<file path="src/rtl/sare_pkg.sv">
// ----------------------------------------------------------------------------
// sare_pkg
// Types, constants and helpers shared by the smoothed activity run-length
// encoder.
// ----------------------------------------------------------------------------
package sare_pkg;

	localparam int COUNT_WIDTH = 32;
	localparam int VALUE_WIDTH = 32;
	localparam int SAMPLE_WIDTH = 16;
	localparam int LIMIT_WIDTH = 32;
	localparam int CFG_INDEX_WIDTH = 2;
	localparam int CFG_DATA_WIDTH = 32;
	localparam int CMP_WIDTH = (COUNT_WIDTH > LIMIT_WIDTH) ? COUNT_WIDTH : LIMIT_WIDTH;

	localparam logic [COUNT_WIDTH-1:0] COUNT_MAX = {COUNT_WIDTH{1'b1}};

	localparam logic [CFG_INDEX_WIDTH-1:0] CFG_THRESHOLD = 2'd0;
	localparam logic [CFG_INDEX_WIDTH-1:0] CFG_SILENCE_LIMIT = 2'd1;
	localparam logic [CFG_INDEX_WIDTH-1:0] CFG_SMOOTHING = 2'd2;

	typedef enum logic [1:0] {
		KIND_START  = 2'd0,
		KIND_APPEND = 2'd1,
		KIND_ADD    = 2'd2
	} record_kind_t;

	typedef struct packed {
		logic signed [SAMPLE_WIDTH-1:0] threshold;
		logic [LIMIT_WIDTH-1:0]         silence_limit;
		logic                           smoothing;
	} cfg_t;

	typedef struct packed {
		logic signed [SAMPLE_WIDTH-1:0] sample;
		logic                           stream_start;
	} item_t;

	typedef struct packed {
		logic                   emit;
		record_kind_t           kind;
		logic [VALUE_WIDTH-1:0] value;
	} rec_t;

	function automatic logic [VALUE_WIDTH-1:0] clip_value(input logic [COUNT_WIDTH-1:0] cnt);
		logic [CMP_WIDTH-1:0] wide;
		logic [VALUE_WIDTH-1:0] res;
		wide = CMP_WIDTH'(cnt);
		if ((wide >> VALUE_WIDTH) != '0) begin
			res = {VALUE_WIDTH{1'b1}};
		end else begin
			res = wide[VALUE_WIDTH-1:0];
		end
		return res;
	endfunction

endpackage

</file>
<file path="src/rtl/smoothed_activity_run_length_encoder_top.sv">
// ----------------------------------------------------------------------------
// smoothed_activity_run_length_encoder_top
// Threshold activity detector with run-length records and optional merging
// of short silences.
// Each accepted beat is registered in item_s1, its record (if any) in rec_q.
// Throughput: one sample per cycle unless record_stall holds back a record.
// Reset: arst_n clears config registers, run state and valid flags at once.
// ----------------------------------------------------------------------------
module smoothed_activity_run_length_encoder_top (
	input  logic                                 clk,
	input  logic                                 arst_n,
	input  logic                                 cfg_valid,
	output logic                                 cfg_ready,
	input  logic [sare_pkg::CFG_INDEX_WIDTH-1:0] cfg_index,
	input  logic [sare_pkg::CFG_DATA_WIDTH-1:0]  cfg_data,
	input  logic                                 sample_valid,
	output logic                                 sample_stall,
	input  logic signed [15:0]                   sample,
	input  logic                                 stream_start,
	output logic                                 record_valid,
	input  logic                                 record_stall,
	output logic [1:0]                           record_kind,
	output logic [31:0]                          record_value
);

	sare_pkg::cfg_t  cfg_q;
	sare_pkg::item_t item_s1;
	logic            valid_s1;
	sare_pkg::rec_t  rec;
	sare_pkg::rec_t  rec_q;
	logic            rec_valid_q;
	logic            out_free;
	logic            adv_s1;
	logic            accept;

	assign cfg_ready = 1'b1;

	always_ff @(posedge clk or negedge arst_n) begin
		if (!arst_n) begin
			cfg_q <= '0;
		end else if (cfg_valid) begin
			case (cfg_index)
				sare_pkg::CFG_THRESHOLD: cfg_q.threshold <= cfg_data[sare_pkg::SAMPLE_WIDTH-1:0];
				sare_pkg::CFG_SILENCE_LIMIT: cfg_q.silence_limit <= cfg_data;
				sare_pkg::CFG_SMOOTHING: cfg_q.smoothing <= cfg_data[0];
				default: ;
			endcase
		end
	end

	assign out_free = !rec_valid_q || !record_stall;
	assign adv_s1 = valid_s1 && (!rec.emit || out_free);
	assign sample_stall = valid_s1 && !adv_s1;
	assign accept = sample_valid && !sample_stall;

	always_ff @(posedge clk or negedge arst_n) begin
		if (!arst_n) begin
			valid_s1 <= 1'b0;
		end else if (accept) begin
			valid_s1 <= 1'b1;
		end else if (adv_s1) begin
			valid_s1 <= 1'b0;
		end
	end

	always_ff @(posedge clk) begin
		if (accept) begin
			item_s1.sample <= sample;
			item_s1.stream_start <= stream_start;
		end
	end

	sare_step u_step (
		.clk    (clk),
		.arst_n (arst_n),
		.en     (adv_s1),
		.item   (item_s1),
		.cfg    (cfg_q),
		.rec    (rec)
	);

	always_ff @(posedge clk or negedge arst_n) begin
		if (!arst_n) begin
			rec_valid_q <= 1'b0;
		end else if (adv_s1 && rec.emit) begin
			rec_valid_q <= 1'b1;
		end else if (!record_stall) begin
			rec_valid_q <= 1'b0;
		end
	end

	always_ff @(posedge clk) begin
		if (adv_s1 && rec.emit) begin
			rec_q <= rec;
		end
	end

	assign record_valid = rec_valid_q;
	assign record_kind = rec_q.kind;
	assign record_value = rec_q.value;

endmodule

</file>
<file path="src/rtl/sare_step.sv">
// ----------------------------------------------------------------------------
// sare_step
// Run state and record decision for one registered sample: level compare,
// run counter, smoothing flags.
// ----------------------------------------------------------------------------
module sare_step (
	input  logic           clk,
	input  logic           arst_n,
	input  logic           en,
	input  sare_pkg::item_t item,
	input  sare_pkg::cfg_t  cfg,
	output sare_pkg::rec_t  rec
);

	logic                               prev_level_q;
	logic [sare_pkg::COUNT_WIDTH-1:0]   run_count_q;
	logic                               merge_next_q;
	logic                               any_run_q;

	logic [sare_pkg::SAMPLE_WIDTH:0]    mag;
	logic                               level;
	logic                               change;
	logic                               add;
	logic                               short_silence;
	logic [sare_pkg::COUNT_WIDTH-1:0]   count_base;
	logic [sare_pkg::COUNT_WIDTH-1:0]   count_next;
	logic                               merge_next_d;
	logic                               any_run_d;

	always_comb begin
		if (item.sample[sare_pkg::SAMPLE_WIDTH-1]) begin
			mag = -{item.sample[sare_pkg::SAMPLE_WIDTH-1], item.sample};
		end else begin
			mag = {1'b0, item.sample};
		end
		if (cfg.threshold[sare_pkg::SAMPLE_WIDTH-1]) begin
			level = 1'b1;
		end else begin
			level = mag > {1'b0, cfg.threshold};
		end
	end

	assign change = level != prev_level_q;
	assign short_silence = sare_pkg::CMP_WIDTH'(run_count_q)
		<= sare_pkg::CMP_WIDTH'(cfg.silence_limit);

	always_comb begin
		add = 1'b0;
		if (cfg.smoothing) begin
			if (prev_level_q && merge_next_q) begin
				add = 1'b1;
			end else if (!prev_level_q && short_silence && any_run_q) begin
				add = 1'b1;
			end
		end
	end

	always_comb begin
		rec.emit = 1'b0;
		rec.kind = sare_pkg::KIND_START;
		rec.value = '0;
		merge_next_d = merge_next_q;
		any_run_d = any_run_q;
		if (item.stream_start) begin
			rec.emit = 1'b1;
			rec.value = sare_pkg::VALUE_WIDTH'(level);
			merge_next_d = 1'b0;
			any_run_d = 1'b0;
		end else if (change) begin
			rec.emit = 1'b1;
			rec.value = sare_pkg::clip_value(run_count_q);
			if (add) begin
				rec.kind = sare_pkg::KIND_ADD;
				merge_next_d = !merge_next_q;
			end else begin
				rec.kind = sare_pkg::KIND_APPEND;
				any_run_d = 1'b1;
			end
		end
	end

	always_comb begin
		count_base = (item.stream_start || change) ? '0 : run_count_q;
		count_next = (count_base == sare_pkg::COUNT_MAX) ? count_base
			: count_base + sare_pkg::COUNT_WIDTH'(1);
	end

	always_ff @(posedge clk or negedge arst_n) begin
		if (!arst_n) begin
			prev_level_q <= 1'b0;
			run_count_q <= '0;
			merge_next_q <= 1'b0;
			any_run_q <= 1'b0;
		end else if (en) begin
			prev_level_q <= level;
			run_count_q <= count_next;
			merge_next_q <= merge_next_d;
			any_run_q <= any_run_d;
		end
	end

endmodule

</file>
<file path="config.mk">
export PLATFORM = sky130hd
export DESIGN_NAME = smoothed_activity_run_length_encoder_top
export DESIGN_NICKNAME = d
export VERILOG_FILES = /design/src/rtl/sare_pkg.sv /design/src/rtl/smoothed_activity_run_length_encoder_top.sv /design/src/rtl/sare_step.sv
export SDC_FILE = /design/constraint.sdc
export NUM_CORES = 1
export LEC_CHECK = 0
export ABC_AREA = 0
export BUFFER_PORTS_ARGS = -buffer_cell sky130_fd_sc_hd__buf_2
export CORE_MARGIN = 10
export CORE_UTILIZATION = 59
export CTS_CLUSTER_SIZE = 25
export DETAILED_ROUTE_END_ITERATION = 8
export GPL_TIMING_DRIVEN = 0
export HOLD_SLACK_MARGIN = 0.02
export PLACE_DENSITY_LB_ADDON = 0.08
export SYNTH_ARGS = -nofsm -noshare
export SYNTH_HDL_FRONTEND = slang
export SYNTH_SLANG_ARGS = --single-unit
export TNS_END_PERCENT = 5
</file>
<file path="constraint.sdc">
create_clock -name clk -period 5.1 [get_ports clk]
set_input_delay 0.51 -clock clk [delete_from_list [all_inputs] [get_ports clk]]
set_output_delay 0.51 -clock clk [all_outputs]
set_load 0.01 [all_outputs]
</file>
==> results of run 1 <==
## how the worst max path moves through the flow
stage | end | cells after the start
after global routing | record_value[21] | 15
final | sample_stall | 16
after global placement | record_value[6] | 15
after detailed placement | record_value[29] | 15
after CTS | record_value[27] | 14
after floorplan | record_kind[0] | 15
## cell families (layout without fill, tap and decap cells)
logic type               Yosys count  count (layout)
AO/OA/AOI/OAI                    150             150
XOR/XNOR                          20              20
adder cells (fa/ha/maj)           49              49
buffers and inverters             89             213
flip-flops                       137             137
multiplexers                      43              43
other                              1               1
AND/OR/NAND/NOR                  192             192
## power breakdown
part,internal (uW),switching (uW)
sequential,1350,85.1
clock,876,463
combinational,316,529
total,2540,1080
## registers in the layout, summed over array words and instances, names as in the netlist
register             count
record_valid             1
valid_s1                 1
cfg_q                   49
u_step.any_run_q         1
u_step.run_count_q      32
u_step.merge_next_q      1
record_value            32
u_step.prev_level_q      1
item_s1                 17
record_kind              2
## metal layers
metal  routed length [um]  global-route usage  part of all wire
met5                    0                   0                 0
met4                  371             0.08405             0.021
met3                 1307             0.05259             0.074
met2                 8357              0.3319              0.47
met1                 7725              0.2602              0.43
## metrics by stage
stage / total power (uW) / hold WS, ns / area [um2] / setup slack [ns] / std cells
final: 3614 / 0.09523 / 8730 / 0.3979 / 973
after global placement: 2237 / 0.4686 / 8041 / 0.1163 / 940
after global routing: 3789 / 0.1480 / 8730 / 0.08655 / 973
after floorplan: 1980 / 0.2144 / 7376 / 0.7102 / 681
after CTS: 3616 / 0.1144 / 8711 / 0.2976 / 973
after detailed placement: 2280 / 0.4867 / 8064 / 0.03075 / 941
## layout make-up
| cell class | count | area (um2) |
|---|---|---|
| multi-input combinational | 455 | 3347 |
| tap | 168 | 210.2 |
| inverter | 59 | 225.2 |
| timing repair buffer | 92 | 478.0 |
| clock buffer | 19 | 442.9 |
| sequential | 137 | 3684 |
| buffer | 30 | 142.6 |
| fill | 917 | 3382 |
| clock inverter | 13 | 200.2 |
## cell usage after synthesis, types with 2 or more instances
library cell   n
dfrtp_1       86
inv_1         59
nand2_1       54
edfxtp_1      51
ha_1          49
o21ai_0       42
and2_1        38
mux2_2        35
nor2_1        23
o31ai_1       22
a21oi_1       17
nand4_1       17
xnor2_1       13
clkbuf_1      12
nor3_1        12
o211ai_1      12
buf_2         11
nand3_1       10
mux2i_1        8
and3_1         7
o2111ai_1      7
xor2_1         7
a211oi_1       5
a221o_1        5
o211a_1        5
o221ai_1       5
or3_1          5
clkbuf_2       4
nand2b_1       4
o21a_1         4
a21o_1         3
and4_1         3
nor2b_1        3
nor3b_1        3
o2bb2ai_1      3
o41ai_1        3
a21boi_0       2
nand3b_1       2
nor4_1         2
o21bai_1       2
o22ai_1        2
or2_2          2
or4_1          2
## worst reg2reg max path, stage by stage (launching register included)
cell and delay [ns]:
edfxtp_1 0.43, nor4_2 0.34, nand2b_1 0.10, nor2_1 0.14
nand2_1 0.13, o41ai_1 0.43, xnor2_1 0.11, ha_1 0.33
nand3_1 0.10, or3_1 0.42, o211ai_2 0.28, and4_1 0.24
buf_2 0.17, buf_6 0.16, or3_4 0.18, clkinvlp_4 0.59
## timing repair
item | 4_1_cts | 5_1_grt
buffers inserted | 0 | 0
hold endpoints to repair | 0 | 0
endpoints found under the setup margin | 15 | 35
gates resized for setup | 1 | 3
==> flow_summary_export.csv, run 1 <==
group,metric,value,unit
status,status,"completed",
floorplan,rows,40,
cts,clkLatencyLatePin,0.43,ns
synthesis,seq_area_frac_synth,0.4994,
floorplan,initial_utilization,0.6090,
sta,setup_viol,0,
synthesis,synth_area,0.007376,mm2
drt,routed_via_density,5.863,
synthesis,synthArstFlopShare,0.6277,
synthesis,ys_ff_latch,137,
synthesis,synth-xor-area-share,0.02375,
floorplan,die_area,0.01737,mm2
sta,fin_worst_skew,0.006830,ns
synthesis,yosysWarnings,0,
power,p_per_area,414.0,mW/mm2
floorplan,die_x,131.8,um
setup_path,rr_startpoint,"item_s1[5]",
sta,grt_setup_unrepaired,"no",
job,maxCapViolCount,0,
setup_path,worst-path-buf-inv,3,
cts,cts.sinks,137,
cts,cts.clk_slew.worst_paths,0.06,ns
placed_design,dpl.hpwl,13390,um
cts,clockRootBuffer,"clkbuf_16",
layout,syn2layout_area_growth,18.35,%
layout,drive_gt1_frac,0.2335,
layout,final_cell_mix,"101 x buf_2, 86 x dfrtp_1, 58 x inv_1",
floorplan,fp.dieH,131.8,um
drt,via_count,5705,
synthesis,ys_types,63,
setup_path,cp.required,4.59,ns
synthesis,synth_edf_count,51,
placed_design,port-buffer-count,91,
setup_path,crit_top_cell,"buf_2",
sta,fin_setup_tns,0,ns
sta,slew_viol_final,0,
synthesis,synth_top_family_by_area,"compound AO/OA/AOI/OAI gates",
setup_path,path_max_fanout,9,
sta,fmax,212.7,MHz
placed_design,gp_congestion,0.9397,
drt,drc,0,
synthesis,synth_top_cells_by_area,"dfrtp_1 29%, edfxtp_1 21%, ha_1 8.3%",
power,peakVddDrop,252.7,uV
layout,antennaDiodeCount,0,
cts,h-tree-depth,4,
setup_path,critPathLaunchType,"flop",
drt,drtIter0Drc,472,
cts,cts_hold_buf,0,
cts,cts_tree,"done",
setup_path,critPathSlowestCell,"edfxtp_1",
setup_path,path_cells,"nor4_2 > nand2b_1 > nor2_1 > nand2_1 > o41ai_1 > xnor2_1 > ha_1 > nand3_1 > or3_1 > o211ai_2 > and4_1 > buf_2 > or2_0 > buf_2 > nor2_1 > buf_2",
synthesis,synthAdderAreaFrac,0.08312,
sta,hold_viol,0,
drt,first_pass_iters,6,
drt,wirelength,17760,um
sta,min_period,4.702,ns
synthesis,synth_mux_area_frac,0.06429,
synthesis,synth_area_leader_cell,"dfrtp_1",
global_route,grt_max_degree,49,
floorplan,core,0.01211,mm2
global_route,overflow,0,
hold_path,min_path_type,"in -> async",
sta,tightest_slew,0.8241,ns
synthesis,syn_avg_cell_area,10.83,um2
layout,mostFrequentLayoutCell,"buf_2",
global_route,grt_pass1_wl,29070,um
cts,cts_max_path_buffers,2,
setup_path,path_delay_family,"simple AND/OR/NAND/NOR gates",
global_route,antenna_found_initial,0,
global_route,grt_pass1_vias,5784,
power,leakagePower,0.004016,uW
setup_path,rr_worst_depth,15,
setup_path,crit_type,"reg -> out",
setup_path,startpoint,"item_s1[5]",
layout,postLayoutCoreUtil,0.7208,
setup_path,slowest_delay,0.43,ns
synthesis,yosys.area_share.simple,0.1372,
sta,relSlewSlack,0.4494,
drt,routedWlPerCell,18.25,um
sta,period_share,0.9220,
synthesis,synth_compound_area_frac,0.1423,
synthesis,synth_top_cell_area_share,0.2918,
synthesis,synth_flop_cell,"dfrtp_1",
synthesis,syn_nets,786,
synthesis,synthesis.instances,681,
setup_path,timing.rr.end,"record_value[21]",
setup_path,crit_path_end_kind,"output pin",
setup_path,arrival,4.19,ns
global_route,grtUsageTotal,0.2065,
setup_path,r2r_slack,0.46,ns
layout,layout.nets,897,
floorplan,ios,93,
drt,antenna_left,0,
cts,cts_buffers,17,
No activity file was read; power rests on OpenSTA's default activity.
==> inputs of run 2 (changes only) <==
Settings changed: CORE_UTILIZATION 59 to 58, SYNTH_HIERARCHICAL set to 1.
==> run 2 against run 1 <==
Against the previous run:
- global-route usage fell by 0.94 points
- clock skew rose by 0.0014 ns
- non-clock buffer count shrank 9
- setup slack worse by 0.18 ns
==> flow_summary_export.csv, run 2 <==
group,metric,value,unit
placed_design,port-buffer-count,91,
power,p_int,2573,uW
floorplan,rows,40,
power,p_comb_frac,0.241,
setup_path,path_cells,"nor4_4 > nand2b_1 > nor2_1 > nand3_1 > o41ai_1 > xnor2_1 > ha_1 > nand2_1 > or3_4 > nor2_1 > nand3_1 > and2_4 > buf_8 > o21ai_4 > inv_2 > buf_6 > a31oi_4 > clkbuf_1 > nand2_1 > o311ai_0 > o31ai_1",
sta,fmax,204.8,MHz
sta,period_share,0.9574,
sta,finalWorstSetupSlack,0.2173,ns
synthesis,ys_ff_latch,137,
floorplan,ios,93,
sta,fin_setup_tns,0,ns
sta,grt_setup_unrepaired,"yes",
sta,hold_ws,0.07634,ns
sta,fin_worst_skew,0.008247,ns
setup_path,arrival,5.17,ns
cts,cts.clk_slew.worst_paths,0.06,ns
sta,min_period,4.883,ns
placed_design,gp_congestion,0.8612,
drt,drtIter0Drc,424,
cts,cts_buffers,17,
setup_path,crit_type,"reg -> reg",
drt,routed_via_density,5.728,
cts,cts_max_path_buffers,2,
power,peakVddDrop,275.6,uV
cts,clkLatencyLatePin,0.43,ns
cts,h-tree-depth,4,
cts,clockRootBuffer,"clkbuf_16",
power,pwr-share-seq,0.392,
global_route,grt_max_degree,45,
drt,antenna_left,0,
power,power_switching,1106,uW
global_route,grt_pass1_vias,5563,
synthesis,synthesis.instances,652,
synthesis,synth_top_cell_area_share,0.2942,
synthesis,synth_edf_count,51,
global_route,grtUsageTotal,0.1971,
global_route,grt_pass1_wl,27990,um
floorplan,die_area,0.01750,mm2
power,leakagePower,0.003909,uW
synthesis,syn_avg_cell_area,11.22,um2
drt,wirelength,16830,um
synthesis,seq_area_frac_synth,0.5036,
sta,relSlewSlack,0.5361,
floorplan,fp.dieH,132.3,um
setup_path,r2r_slack,0.22,ns
sta,tightest_slew,0.6958,ns
layout,fill_cells,884,
cts,cts.sinks,137,
cts,cts_tree,"done",
synthesis,ys_top_cells_by_count,"86 x dfrtp_1, 61 x inv_1, 51 x edfxtp_1, 50 x mux2_2, 49 x ha_1",
setup_path,critPathSlowestCell,"edfxtp_1",
floorplan,die_x,132.3,um
placed_design,dp_slack,-0.2103,ns
setup_path,rr_startpoint,"item_s1[5]",
drt,routedWlPerCell,17.79,um
synthesis,synthArstFlopShare,0.6277,
sta,slew_viol_final,0,
cts,cts_hold_buf,0,
setup_path,path_max_fanout,12,
placed_design,dpl.hpwl,12650,um
status,status,"completed",
synthesis,yosysMostFrequentCell,"dfrtp_1",
power,netSwitchingFraction,0.3006,
layout,final_cell_mix,"93 x buf_2, 86 x dfrtp_1, 61 x inv_1",
setup_path,slowest_delay,0.47,ns
placed_design,dpl_cell_area,0.008041,mm2
sta,hold_viol,0,
sta,setup_viol,0,
setup_path,rr_worst_depth,21,
drt,drc,0,
setup_path,worst-path-buf-inv,4,
drt,via_count,5419,
global_route,antenna_found_initial,0,
setup_path,timing.rr.end,"u_step/run_count_q[22]",
synthesis,syn_nets,757,
synthesis,synth_top_cells_by_area,"dfrtp_1 29%, edfxtp_1 21%, ha_1 8.4%",
layout,mostFrequentLayoutCell,"buf_2",
global_route,overflow,0,
synthesis,synth_area_leader_cell,"dfrtp_1",
layout,postLayoutCoreUtil,0.7202,
layout,regMostFlops,"cfg_q",
layout,largest_register_ffs,49,
setup_path,critPathLaunchType,"flop",
layout,antennaDiodeCount,0,
floorplan,core,0.01216,mm2
setup_path,path_delay_family,"simple AND/OR/NAND/NOR gates",
floorplan,initial_utilization,0.6014,
setup_path,crit_path_end_kind,"flop",
power,p_per_area,420.1,mW/mm2
synthesis,synth_area,0.007315,mm2
drt,first_pass_iters,5,
layout,finalInstanceArea,0.008758,mm2
synthesis,synth_flop_cell,"dfrtp_1",
synthesis,ys_types,71,
job,maxCapViolCount,0,
power,pwr-share-clk,0.368,
synthesis,yosysWarnings,6,
layout,syn2layout_area_growth,19.74,%
setup_path,cp.required,5.39,ns
hold_path,min_path_type,"in -> async",
layout,layout.nets,870,
layout,drive_gt1_frac,0.2738,
run 2: cell count changes in the layout (fill, tap and decap cells not counted), moves of 8 or more:
| cell | change |
|---|---|
| and2_1 | -8 |
| nand2_1 | -9 |
| o31ai_1 | -19 |
| nand3_1 | +18 |
| buf_2 | -8 |
| o21ai_1 | +10 |
| mux2_2 | +15 |
| o21ai_0 | -27 |
| o211ai_1 | -8 |
run 2: final cells by class:
cell class / count / area (um2) / share of cell area
clock buffer: 18 / 429.2 / 0.04900
clock inverter: 14 / 221.5 / 0.02529
sequential: 137 / 3684 / 0.4206
buffer: 19 / 146.4 / 0.01671
timing repair buffer: 94 / 513.0 / 0.05857
multi-input combinational: 433 / 3318 / 0.3789
tap: 168 / 210.2 / 0.02400
inverter: 63 / 236.5 / 0.02700
run 2: repair_timing:
| action | 4_1_cts | 5_1_grt |
|---|---|---|
| buffers inserted | 1 | 0 |
| endpoints found under the setup margin | 21 | 7 |
| pin swaps | 1 | 0 |
| gates resized for setup | 3 | 6 |
run 2: worst reg2reg max path: stages, from the launching register on:
cell,delay (ns)
edfxtp_1,0.47
nor4_4,0.33
nand2b_1,0.11
nor2_1,0.14
nand3_1,0.18
o41ai_1,0.40
xnor2_1,0.16
ha_1,0.31
nand2_1,0.06
or3_4,0.35
nor2_1,0.11
nand3_1,0.14
and2_4,0.20
buf_8,0.14
o21ai_4,0.15
inv_2,0.07
buf_6,0.16
a31oi_4,0.24
clkbuf_1,0.45
nand2_1,0.15
o311ai_0,0.32
o31ai_1,0.12
run 2: stage by stage:
stage / power [uW] / std cells
after floorplan: 2015 / 652
after global placement: 2264 / 911
after detailed placement: 2311 / 913
after CTS: 3687 / 946
after global routing: 3866 / 946
final: 3679 / 946
run 2: worst max-delay path by stage:
stage                     from                endpoint  slack (ns)  cells past startpoint
finish              item_s1[5]  u_step/run_count_q[22]        0.22                     21
global route        item_s1[5]  u_step/run_count_q[22]       -0.04                     21
CTS                 item_s1[5]   u_step/run_count_q[9]        0.13                     23
detailed placement  item_s1[5]   u_step/run_count_q[9]       -0.21                     23
global placement    item_s1[5]        record_value[12]       -0.06                     17
floorplan           item_s1[5]          record_kind[0]        0.57                     18
run 2: kinds of logic after synthesis:
kind of cell             share of synthesized area
buffers and inverters                      0.05234
adder cells (fa/ha/maj)                    0.08382
AND/OR/NAND/NOR                             0.1551
XOR/XNOR                                   0.02771
multiplexers                               0.08365
flip-flops                                  0.5036
other                                    0.0005127
AO/OA/AOI/OAI                              0.09323
run 2: power by group through the flow:
stage	Combinational, uW	Clock [uW]	Sequential, uW
6_report	885	1350	1440
5_1_grt	985	1420	1460
4_1_cts	876	1370	1440
3_5_place_dp	855	0	1460
3_3_place_gp	812	0	1450
2_1_floorplan	551	0	1460
run 2: per-layer routing:
metal,global-route usage,vias to the layer above,part of all wire
met3,0.05564,34,0.073
met4,0.07641,0,0.025
met1,0.2558,2597,0.44
li1,-,2596,-
met5,0,-,0
met2,0.3055,192,0.46
